<file path="src/rtl/gfonb_pkg.sv">
// ----------------------------------------------------------------------------
// gfonb_pkg
// Types, constants, bit-permutation functions and the inversion step table of the GF(2^131) ALU.
// ----------------------------------------------------------------------------
`default_nettype none
package gfonb_pkg;

    localparam int unsigned FieldDeg = 131;
    localparam int unsigned SymLen   = 2 * FieldDeg + 1;
    localparam int unsigned CntW     = 8;

    typedef logic [FieldDeg-1:0] t_elem;
    typedef logic [SymLen-1:0]   t_sym;

    typedef enum logic [2:0] {
        OP_ADD  = 3'd0,
        OP_MUL  = 3'd1,
        OP_SQR  = 3'd2,
        OP_FROB = 3'd3,
        OP_INV  = 3'd4,
        OP_HTR  = 3'd5
    } t_opcode;

    typedef enum logic [2:0] {
        ST_IDLE,
        ST_SQR,
        ST_MUL_GO,
        ST_MUL_WAIT,
        ST_HT,
        ST_OUT
    } t_state;

    // Squaring: coefficient of beta_i moves to beta_fold(2i).
    function automatic t_elem fe_sqr(input t_elem x);
        t_elem r;
        int unsigned m;
        int unsigned f;
        r = '0;
        for (int unsigned i = 1; i <= FieldDeg; i++) begin
            m = 2 * i;
            f = (m <= FieldDeg) ? m : SymLen - m;
            r[f-1] = x[i-1];
        end
        return r;
    endfunction

    // Symmetric expansion: entries k and 263-k hold coefficient k, entry 0 is zero.
    function automatic t_sym fe_sym(input t_elem x);
        t_sym s;
        int unsigned f;
        s = '0;
        for (int unsigned k = 1; k < SymLen; k++) begin
            f = (k <= FieldDeg) ? k : SymLen - k;
            s[k] = x[f-1];
        end
        return s;
    endfunction

    // Squaring count of each Itoh-Tsujii step along the addition chain.
    function automatic logic [CntW-1:0] inv_step(input logic [2:0] idx);
        logic [CntW-1:0] v;
        case (idx)
            3'd0:    v = 8'd1;
            3'd1:    v = 8'd2;
            3'd2:    v = 8'd4;
            3'd3:    v = 8'd8;
            3'd4:    v = 8'd16;
            3'd5:    v = 8'd32;
            3'd6:    v = 8'd1;
            default: v = 8'd65;
        endcase
        return v;
    endfunction

endpackage
`default_nettype wire

</file>
<file path="src/rtl/gf2_131_onb_field_alu.sv">
// ----------------------------------------------------------------------------
// gf2_131_onb_field_alu
// GF(2^131) type II optimal normal basis ALU with a shared serial multiplier.
// ----------------------------------------------------------------------------
// Usage: the input channel (i_valid, o_stall) takes one item: opcode, operands
// a and b and a Frobenius exponent. The output channel (o_valid, i_stall)
// returns one result item per input item with the element, ok and the trace
// of a. One item is worked on at a time; o_stall stays high from acceptance
// until the result has been taken.
// Add, square, inverse of zero and unused codes go straight to the result
// item; the Frobenius exponent j is reduced mod 131 first. The inverse runs
// eight chain steps, each of squarings and one multiply, then one final
// squaring. The input reopens in the cycle after the result is taken. The
// serial multiplier takes one coefficient of b per cycle.
// Reset clears the sequencer and drops o_valid. While i_stall is high the
// result item holds steady and no new item is accepted.
// ----------------------------------------------------------------------------
`default_nettype none
module gf2_131_onb_field_alu (
    input  wire logic        i_clk,
    input  wire logic        i_rst_n,
    input  wire logic        i_valid,
    output logic             o_stall,
    input  wire logic [2:0]  i_opcode,
    input  wire logic [63:0] i_a_word0,
    input  wire logic [63:0] i_a_word1,
    input  wire logic [2:0]  i_a_word2,
    input  wire logic [63:0] i_b_word0,
    input  wire logic [63:0] i_b_word1,
    input  wire logic [2:0]  i_b_word2,
    input  wire logic [7:0]  i_frob_power,
    output logic             o_valid,
    input  wire logic        i_stall,
    output logic [63:0]      o_r_word0,
    output logic [63:0]      o_r_word1,
    output logic [2:0]       o_r_word2,
    output logic             o_ok,
    output logic             o_trace_bit
);

    localparam logic [2:0] LastStep = 3'd7;
    localparam logic [2:0] MixStep  = 3'd6;

    gfonb_pkg::t_state          r_state, n_state;
    logic [2:0]                 r_op, n_op;
    logic [2:0]                 r_step, n_step;
    logic [gfonb_pkg::CntW-1:0] r_cnt, n_cnt;
    gfonb_pkg::t_elem           r_a, n_a;
    gfonb_pkg::t_elem           r_x, n_x;
    gfonb_pkg::t_elem           r_acc, n_acc;
    gfonb_pkg::t_elem           r_b, n_b;
    gfonb_pkg::t_elem           r_res, n_res;
    logic                       r_ok, n_ok;
    logic                       r_trace, n_trace;

    gfonb_pkg::t_elem           w_in_a, w_in_b, w_x4, w_prod;
    logic                       w_mul_start;
    logic                       w_mul_done;
    logic [7:0]                 w_jmod;
    logic                       w_acc;

    assign w_in_a = {i_a_word2, i_a_word1, i_a_word0};
    assign w_in_b = {i_b_word2, i_b_word1, i_b_word0};
    assign w_x4   = gfonb_pkg::fe_sqr(gfonb_pkg::fe_sqr(r_x));
    assign w_jmod = (i_frob_power >= 8'd131) ? (i_frob_power - 8'd131) : i_frob_power;
    assign w_acc  = i_valid && !o_stall;

    gfonb_mul u_mul (
        .i_clk   (i_clk),
        .i_rst_n (i_rst_n),
        .i_start (w_mul_start),
        .i_a     (r_x),
        .i_b     (r_b),
        .o_done  (w_mul_done),
        .o_p     (w_prod)
    );

    // State and control registers.
    always_ff @(posedge i_clk) begin
        if (!i_rst_n) begin
            r_state <= gfonb_pkg::ST_IDLE;
            r_op    <= '0;
            r_step  <= '0;
            r_cnt   <= '0;
        end else begin
            r_state <= n_state;
            r_op    <= n_op;
            r_step  <= n_step;
            r_cnt   <= n_cnt;
        end
    end

    // Datapath registers.
    always_ff @(posedge i_clk) begin
        r_a     <= n_a;
        r_x     <= n_x;
        r_acc   <= n_acc;
        r_b     <= n_b;
        r_res   <= n_res;
        r_ok    <= n_ok;
        r_trace <= n_trace;
    end

    // Sequencer: next state and datapath control.
    always_comb begin
        n_state     = r_state;
        n_op        = r_op;
        n_step      = r_step;
        n_cnt       = r_cnt;
        n_a         = r_a;
        n_x         = r_x;
        n_acc       = r_acc;
        n_b         = r_b;
        n_res       = r_res;
        n_ok        = r_ok;
        n_trace     = r_trace;
        w_mul_start = 1'b0;
        case (r_state)
            gfonb_pkg::ST_IDLE: begin
                if (w_acc) begin
                    n_op    = i_opcode;
                    n_a     = w_in_a;
                    n_x     = w_in_a;
                    n_acc   = w_in_a;
                    n_trace = ^w_in_a;
                    n_ok    = 1'b1;
                    n_res   = '0;
                    n_state = gfonb_pkg::ST_OUT;
                    case (i_opcode)
                        gfonb_pkg::OP_ADD: n_res = w_in_a ^ w_in_b;
                        gfonb_pkg::OP_MUL: begin
                            n_b     = w_in_b;
                            n_state = gfonb_pkg::ST_MUL_GO;
                        end
                        gfonb_pkg::OP_SQR: n_res = gfonb_pkg::fe_sqr(w_in_a);
                        gfonb_pkg::OP_FROB: begin
                            if (w_jmod == 8'd0) begin
                                n_res = w_in_a;
                            end else begin
                                n_cnt   = w_jmod;
                                n_state = gfonb_pkg::ST_SQR;
                            end
                        end
                        gfonb_pkg::OP_INV: begin
                            if (w_in_a == '0) begin
                                n_ok = 1'b0;
                            end else begin
                                n_step  = '0;
                                n_cnt   = gfonb_pkg::inv_step(3'd0);
                                n_state = gfonb_pkg::ST_SQR;
                            end
                        end
                        gfonb_pkg::OP_HTR: begin
                            n_cnt   = 8'd65;
                            n_state = gfonb_pkg::ST_HT;
                        end
                        default: n_res = '0;
                    endcase
                end
            end
            gfonb_pkg::ST_SQR: begin
                n_x   = gfonb_pkg::fe_sqr(r_x);
                n_cnt = r_cnt - 1'b1;
                if (r_cnt == 8'd1) begin
                    if (r_op == gfonb_pkg::OP_FROB) begin
                        n_res   = gfonb_pkg::fe_sqr(r_x);
                        n_state = gfonb_pkg::ST_OUT;
                    end else begin
                        // The chain step before last multiplies by a itself.
                        n_b     = (r_step == MixStep) ? r_a : r_acc;
                        n_state = gfonb_pkg::ST_MUL_GO;
                    end
                end
            end
            gfonb_pkg::ST_MUL_GO: begin
                w_mul_start = 1'b1;
                n_state     = gfonb_pkg::ST_MUL_WAIT;
            end
            gfonb_pkg::ST_MUL_WAIT: begin
                if (w_mul_done) begin
                    if (r_op == gfonb_pkg::OP_MUL) begin
                        n_res   = w_prod;
                        n_state = gfonb_pkg::ST_OUT;
                    end else if (r_step == LastStep) begin
                        n_res   = gfonb_pkg::fe_sqr(w_prod);
                        n_state = gfonb_pkg::ST_OUT;
                    end else begin
                        n_x     = w_prod;
                        n_acc   = w_prod;
                        n_step  = r_step + 1'b1;
                        n_cnt   = gfonb_pkg::inv_step(r_step + 1'b1);
                        n_state = gfonb_pkg::ST_SQR;
                    end
                end
            end
            gfonb_pkg::ST_HT: begin
                // Half-trace sums a^(4^i); each cycle takes the next fourth power.
                n_x   = w_x4;
                n_acc = r_acc ^ w_x4;
                n_cnt = r_cnt - 1'b1;
                if (r_cnt == 8'd1) begin
                    n_res   = r_acc ^ w_x4;
                    n_state = gfonb_pkg::ST_OUT;
                end
            end
            gfonb_pkg::ST_OUT: begin
                if (!i_stall) begin
                    n_state = gfonb_pkg::ST_IDLE;
                end
            end
            default: n_state = gfonb_pkg::ST_IDLE;
        endcase
    end

    assign o_stall     = (r_state != gfonb_pkg::ST_IDLE);
    assign o_valid     = (r_state == gfonb_pkg::ST_OUT);
    assign o_r_word0   = r_res[63:0];
    assign o_r_word1   = r_res[127:64];
    assign o_r_word2   = r_res[130:128];
    assign o_ok        = r_ok;
    assign o_trace_bit = r_trace;

endmodule
`default_nettype wire

</file>
<file path="src/rtl/gfonb_mul.sv">
// ----------------------------------------------------------------------------
// gfonb_mul
// Bit-serial normal-basis multiplier: one coefficient of b per cycle.
// ----------------------------------------------------------------------------
`default_nettype none
module gfonb_mul (
    input  wire logic               i_clk,
    input  wire logic               i_rst_n,
    input  wire logic               i_start,
    input  wire gfonb_pkg::t_elem   i_a,
    input  wire gfonb_pkg::t_elem   i_b,
    output logic                    o_done,
    output gfonb_pkg::t_elem        o_p
);

    localparam int unsigned Last = gfonb_pkg::FieldDeg - 1;

    gfonb_pkg::t_sym           r_u;
    gfonb_pkg::t_sym           r_v;
    gfonb_pkg::t_sym           w_s;
    gfonb_pkg::t_elem          r_b;
    gfonb_pkg::t_elem          r_p;
    logic [gfonb_pkg::CntW-1:0] r_cnt;
    logic                      r_busy;
    logic                      r_done;
    logic                      w_last;

    assign w_s    = gfonb_pkg::fe_sym(i_a);
    assign w_last = (r_cnt == gfonb_pkg::CntW'(Last));

    // U holds the expansion rotated by +j, V by -j; term j adds U^V when b_j is set.
    always_ff @(posedge i_clk) begin
        if (i_start) begin
            r_u <= {w_s[0], w_s[gfonb_pkg::SymLen-1:1]};
            r_v <= {w_s[gfonb_pkg::SymLen-2:0], w_s[gfonb_pkg::SymLen-1]};
            r_b <= i_b;
            r_p <= '0;
        end else if (r_busy) begin
            if (r_b[0]) begin
                r_p <= r_p ^ (r_u[gfonb_pkg::FieldDeg:1] ^ r_v[gfonb_pkg::FieldDeg:1]);
            end
            r_u <= {r_u[0], r_u[gfonb_pkg::SymLen-1:1]};
            r_v <= {r_v[gfonb_pkg::SymLen-2:0], r_v[gfonb_pkg::SymLen-1]};
            r_b <= r_b >> 1;
        end
    end

    // Control: counts the coefficients of b.
    always_ff @(posedge i_clk) begin
        if (!i_rst_n) begin
            r_busy <= 1'b0;
            r_done <= 1'b0;
            r_cnt  <= '0;
        end else begin
            r_done <= r_busy && w_last;
            if (i_start) begin
                r_busy <= 1'b1;
                r_cnt  <= '0;
            end else if (r_busy) begin
                r_cnt <= r_cnt + 1'b1;
                if (w_last) begin
                    r_busy <= 1'b0;
                end
            end
        end
    end

    assign o_done = r_done;
    assign o_p    = r_p;

endmodule
`default_nettype wire

</file>
<file path="config.mk">
export PLATFORM = sky130hd
export DESIGN_NAME = gf2_131_onb_field_alu
export DESIGN_NICKNAME = d
export VERILOG_FILES = /design/src/rtl/gfonb_pkg.sv /design/src/rtl/gf2_131_onb_field_alu.sv /design/src/rtl/gfonb_mul.sv
export SDC_FILE = /design/constraint.sdc
export NUM_CORES = 2
export LEC_CHECK = 0
export BUFFER_PORTS_ARGS = -buffer_cell sky130_fd_sc_hd__buf_4
export CAP_MARGIN = 10
export CORE_ASPECT_RATIO = 0.8
export CORE_MARGIN = 4
export CORE_UTILIZATION = 50
export DETAILED_ROUTE_END_ITERATION = 8
export GPL_ROUTABILITY_DRIVEN = 0
export PLACE_DENSITY = 0.67
export RECOVER_POWER = 25
export REMOVE_ABC_BUFFERS = 1
export SLEW_MARGIN = 40
export SYNTH_ARGS = -nofsm -noshare
export SYNTH_HDL_FRONTEND = slang
export SYNTH_SLANG_ARGS = --single-unit
</file>
<file path="constraint.sdc">
create_clock -name i_clk -period 48.7 [get_ports i_clk]
set_input_delay 9.74 -clock i_clk [delete_from_list [all_inputs] [get_ports i_clk]]
set_output_delay 9.74 -clock i_clk [all_outputs]
set_load 0.05 [all_outputs]
</file>
After elaboration in Yosys (flattened, before gate mapping) --
Index checks and enable logic that the tools add are counted.
Storage, ports and cells: word-level logic and storage cells 158, register bits after elaboration 1472, output and inout bits 135, bits of input ports 277
Cells by class: order comparisons 1, $add $sub $neg 4, mux-type cells 62, eq/ne operators 38, reduce and logical (&&, ||, !) cells 28, bitwise logic cells 5
Operators by type and width (count):
- $mux 131 | 19
- $pmux 131 s4 | 2
- $pmux 131 s3 | 2
- $mux 263 | 2
- $mux 262 | 2
- $xor 131x131->131 | 4
- $pmux 131 s2 | 1
- $logic_not 131->1 | 1
- $reduce_xor 131->1 | 1
- $mux 8 | 7
- $mux 3 | 16
- $pmux 8 s3 | 2
- $pmux 7 s6 | 1
- $eq 3x3->1 const B | 9
- $eq 3x2->1 const B | 7
- $reduce_and 5->1 | 4
- $ne 2x2->1 const B | 9
- $pmux 3 s6 | 1
- $reduce_and 7->1 | 2
- $eq 3x1->1 const B | 4
- $pmux 3 s4 | 1
- $logic_not 3->1 | 3
- $ne 3x3->1 const B | 3
- $reduce_bool 3->1 | 3
- other kinds (20) | 32

Longest topological paths before layout --
word-level depth 8, gate-level depth with buffers 10, mapped depth without buffers 9

Hierarchy --
From an unflattened synthesis, not the netlist that was laid out.
Second synthesis, totals: cells, all modules 6329, area, all modules 72064.1 sq um
Modules (own cells, without submodules):
- gf2_131_onb_field_alu | cells an instance 3521, seq. area each 20069.2 sq um, instances 1, area an instance 39140.0 sq um
- gfonb_mul | cells an instance 2808, seq. area each 22531.6 sq um, instances 1, area an instance 32924.1 sq um

Worst setup path before layout --
OpenSTA, ideal clock, no wires.
kind input-to-reg, start point in i_valid, end point reg r_acc[0], enable pin, data required time 47878 ps, path slack 26691 ps, stages 2, arrival 21187 ps, path through o221a_2 > a21boi_0
Between the ends: word-level cells in the longest chain between the ends 3
RTL lines:
- from (decl) | line gf2_131_onb_field_alu.sv:22 | input wire logic i_valid,
- $logic_and 1x1->1 | line gf2_131_onb_field_alu.sv:66 | assign w_acc = i_valid && !o_stall;
- $ne 2x2->1 (no line)
- $reduce_and 5->1 (no line)
- to (signal assigned) | line gf2_131_onb_field_alu.sv:97 | r_acc <= n_acc;
- to (decl) | line gf2_131_onb_field_alu.sv:50 | gfonb_pkg::t_elem r_acc, n_acc;
Every way passes these cells. A chain may end at the register's enable or synchronous reset.

Final worst setup path --
start point reg r_state[1], end point reg u_mul.r_v[85] (data pin)
Between the ends: word-level cells in the longest chain between the ends 3
RTL lines:
- from (decl) | line gf2_131_onb_field_alu.sv:44 | gfonb_pkg::t_state r_state, n_state;
- from (signal assigned) | line gf2_131_onb_field_alu.sv:81 | r_state <= gfonb_pkg::ST_IDLE;
- from (signal assigned) | line gf2_131_onb_field_alu.sv:86 | r_state <= n_state;
- $eq 3x2->1 | line gf2_131_onb_field_alu.sv:118 | case (r_state)
- $mux 1 | line gf2_131_onb_field_alu.sv:118
- $mux 263 | line gfonb_mul.sv:33 | if (i_start) begin
- to (signal assigned) | line gfonb_mul.sv:35 | r_v <= {w_s[gfonb_pkg::SymLen-2:0], w_s[gfonb_pkg::SymLen-1]};
- to (signal assigned) | line gfonb_mul.sv:43 | r_v <= {r_v[gfonb_pkg::SymLen-2:0], r_v[gfonb_pkg::SymLen-1]};
- to (decl) | line gfonb_mul.sv:19 | gfonb_pkg::t_sym r_v;
Every way passes these cells.

==> impl_summary.log <==
INFO  metric timing.final.max_slew_violations = 926
INFO  metric ir_drop = 0.0000729 V
INFO  metric final_hold_viol_count = 0
INFO  metric failed_checks = max-capacitance violations, max-slew violations
INFO  metric synth.cell_area = 0.0714 sq mm
INFO  metric crit_path_end_kind = flop
INFO  metric drive_above_1_share = 10.6%
INFO  metric clock_buffer_count_from_cts = 153
INFO  metric max_cap_violations = 14
INFO  metric initial_util = 50.6%
INFO  metric r2r_start = r_state[1]$_SDFFE_PN0P_
INFO  metric cp_data_arrival_time = 18.14 ns
INFO  metric post-dp-hpwl = 178,000 um
INFO  metric fillCellCount = 11,900
INFO  metric tritoncts_num_sinks = 1,472
INFO  metric number_of_buffers_inserted_by_hold_repair_at_cts = 0
INFO  metric synth.top_cells.by_count = 1,597 x nand2_1, 1,312 x edfxtp_1, 674 x a21oi_1
INFO  metric postCtsSetupBuffers = 0
INFO  metric power_switching = 2.51 mW
INFO  metric route.final.wire_length = 275,000 um
INFO  metric outcome = complete, but fails checks
INFO  metric synth_compound_area_share = 11.9%
INFO  metric remaining_routing_drc_violations = 0
INFO  metric drt-initial-drc-count = 10,100
INFO  metric muxShareOfSynthArea = 5.64%
INFO  metric yosys.area.top_type_share = 55.1%
INFO  metric synth_cell_type_count = 55
INFO  metric yosysSeqAreaShare = 59.6%
INFO  metric clock-skew-final = 0.0313 ns
INFO  metric synth.largest_area_cell = edfxtp_1
INFO  metric die_ar = 0.149 sq mm
INFO  metric dr_total_vias = 58,400
INFO  metric synth-warning-count = 0
INFO  metric maxSlewHeadroom = -424%
INFO  metric overall_track_demand_over_capacity_in_global_routing = 35.6%
INFO  metric clk-insertion-delay-late = 0.80 ns
INFO  metric setup_total_negative_slack = 0 ns
INFO  metric drt-vias-per-instance = 6.55
INFO  metric globalRouteOverflowTotal = 0
INFO  metric path_class = flop to flop
INFO  metric worst_setup_path_startpoint = r_state[1]$_SDFFE_PN0P_
INFO  metric tightestPinTransition = 7.86 ns
INFO  metric achievable-frequency = 56.9 MHz
INFO  metric syn2layout_area_growth = 14.0%
INFO  metric grt_max_degree = 154
INFO  metric hold_path.startpoint = u_mul.r_v[0]$_DFFE_PP_
INFO  metric crit_path_max_fanout = 152
INFO  metric detail-route-antenna-nets = 0
INFO  metric clock_tree.buffer_depth = 3
INFO  metric finish.net_count = 7,255
INFO  metric depth_of_the_cts_h_tree = 4
INFO  metric die_width = 431 um
INFO  metric synth_cells = 6,653
INFO  metric post_synth_edffs = 1,312
INFO  metric io_pins = 412
INFO  metric mapped_avg_cell_area = 10.7 sq um
INFO  metric fin_crit = 17.59 ns
INFO  metric final.period_utilization = 36.1%
INFO  metric design.core.area = 0.141 sq mm
INFO  metric synth-adder-area-share = 1.35%
INFO  metric synthTopCellsByArea = edfxtp_1 55%, nand2_1 8.4%, mux2i_1 5.6%, a21oi_1 4.7%, xnor2_1 4.6%
INFO  metric internal_power = 3.54 mW
INFO  metric clockPowerShare = 19.5%
INFO  metric dr.pass1.iters = 7
INFO  metric final-setup-viol-count = 0
INFO  metric pwr-share-seq = 44.3%
INFO  metric multi_input_gate_area = 0.0269 sq mm
INFO  metric die_y = 346 um
INFO  metric wire_length_of_the_first_global_routing_pass = 388,000 um
INFO  metric comb_power_share = 36.2%
INFO  metric start_kind = flop
INFO  metric sw_frac_of_total = 41.5%
INFO  metric cts_repair_resized_insts = 0
INFO  metric synth_simple_gate_area_share = 13.7%
INFO  metric grt_setup_unrepaired = false
INFO  metric synthXorXnorAreaFrac = 4.74%
INFO  metric seqCellArea = 0.0426 sq mm
INFO  metric grt_antenna_before_repair = 29
INFO  metric clk_pin_slew = 0.06 ns
INFO  metric yosysMostFrequentCell = nand2_1
INFO  metric cts_root_buffer = clkbuf_16
INFO  metric io_buffer_count = 411
INFO  metric async_reset_ff_share = 0%
INFO  metric p_leak = 31.9 nW
INFO  metric critical_path_required = 49.25 ns
INFO  metric grt_pass1_vias = 54,600
INFO  metric fp-row-count = 123
INFO  metric powerDensity = 74.2 mW/mm^2
INFO  metric synth.ff_latch_count = 1,472
INFO  metric holdWs = 0.502 ns
INFO  metric worst_hold_path_type = flop to flop
INFO  metric routedWlPerCell = 30.8 um
INFO  metric dominantRegCellSynth = edfxtp_1
INFO  metric combinational_family_with_the_most_area_after_synthesis = simple AND/OR/NAND/NOR gates
INFO  metric cts_tree = yes
## final timing paths
path | endpoint | slack [ns] | depth (start not counted)
setup / recovery | u_mul.r_v[85]$_DFFE_PP_ | 31.11 | 7
hold / removal | u_mul.r_v[1]$_SDFFE_PP0P_ | 0.50 | 2
hold reg to reg | u_mul.r_v[1]$_SDFFE_PP0P_ | 0.50 | 2
setup reg to reg | u_mul.r_v[85]$_DFFE_PP_ | 31.11 | 7
## power groups by stage
stage / Sequential (mW) / Clock (mW) / Combinational, mW
detailed placement: 2.64 / 0 / 2.10
finish: 2.68 / 1.18 / 2.19
floorplan: 2.91 / 0 / 1.40
global placement: 2.64 / 0 / 2.05
CTS: 2.63 / 1.18 / 2.11
global route: 2.69 / 1.23 / 2.31
## logic make-up after synthesis
group / Yosys count
DFF: 1472
adders and majority gates: 77
xor gates and xnor gates: 387
and+or+nand+nor: 2466
muxes: 402
buffers and inverters: 560
AOI/OAI and AO/OA: 1289
## registers in the layout (all words and copies together) (netlist names), 3 cells and up
register and cells:
r_b 131, u_mul.r_cnt 8, r_op 3, r_acc 131, r_cnt 8, u_mul.o_p 131
u_mul.r_u 263, r_state 3, r_res 131, r_x 131, u_mul.r_b 131, u_mul.r_v 263
r_a 131, r_step 3
## final cells by class
class | instances | area share [%]
Multi-Input combinational cell | 4621 | 33.0
Timing Repair Buffer | 505 | 5.08
Tap cell | 1875 | 2.88
Sequential cell | 1472 | 52.3
Clock buffer | 220 | 5.32
Inverter | 148 | 0.682
Antenna cell | 16 | 0.0492
Clock inverter | 63 | 0.690
## critical path: stages (launching register included)
cell      delay, ns
dfxtp_1        1.77
inv_1          0.49
nor3_1         1.12
clkbuf_1       1.61
clkbuf_1       4.38
clkbuf_1       5.81
nand2_1        1.31
nand2_1        0.64
## cells in the final DEF (no fill, tap or decap), types with 4 or more instances in the layout
cell       instances
mux2i_1          400
bufinv_16          8
edfxtp_1        1312
dfxtp_1          160
clkbuf_1          57
a221o_1          262
buf_16             4
clkbuf_16        157
clkbuf_8          17
inv_1            148
nand3_1            8
inv_6              6
clkinv_1          15
buf_12            17
or3_1            132
o221ai_1         130
buf_6             24
nand2_1         1593
ha_1              77
diode_2           16
a21oi_1          674
o21ai_0          143
nand2b_1           9
xor2_1            13
nand4_1           19
buf_4            448
xnor2_1          374
nor2_1           653
nor3_1             8
a221oi_1          48
and3_1             4
clkinv_2          29
## through the flow
| stage | util, % | setup slack [ns] | std cells | cell area [sq um] | power (mW) |
|---|---|---|---|---|---|
| after floorplan | - | 9.69 | 6241 | 69900 | 4.31 |
| after global placement | 53.9 | 35.51 | 8603 | 76100 | 4.69 |
| after detailed placement | 54.1 | 35.52 | 8614 | 76400 | 4.74 |
| after CTS | 57.6 | 36.36 | 8897 | 81300 | 5.92 |
| after global routing | 57.6 | 30.66 | 8914 | 81400 | 6.24 |
| final | 57.6 | 31.11 | 8920 | 81400 | 6.04 |
## routing by layer
layer / wire, um / share of wire (%) / GRT usage (%)
met4: 15700 / 5.7 / 18.4
met1: 102000 / 37 / 49.6
met3: 42300 / 15 / 10.8
met2: 115000 / 42 / 50.4
met5: 104 / 0.038 / 0
Power figures use the tool's default switching activity.
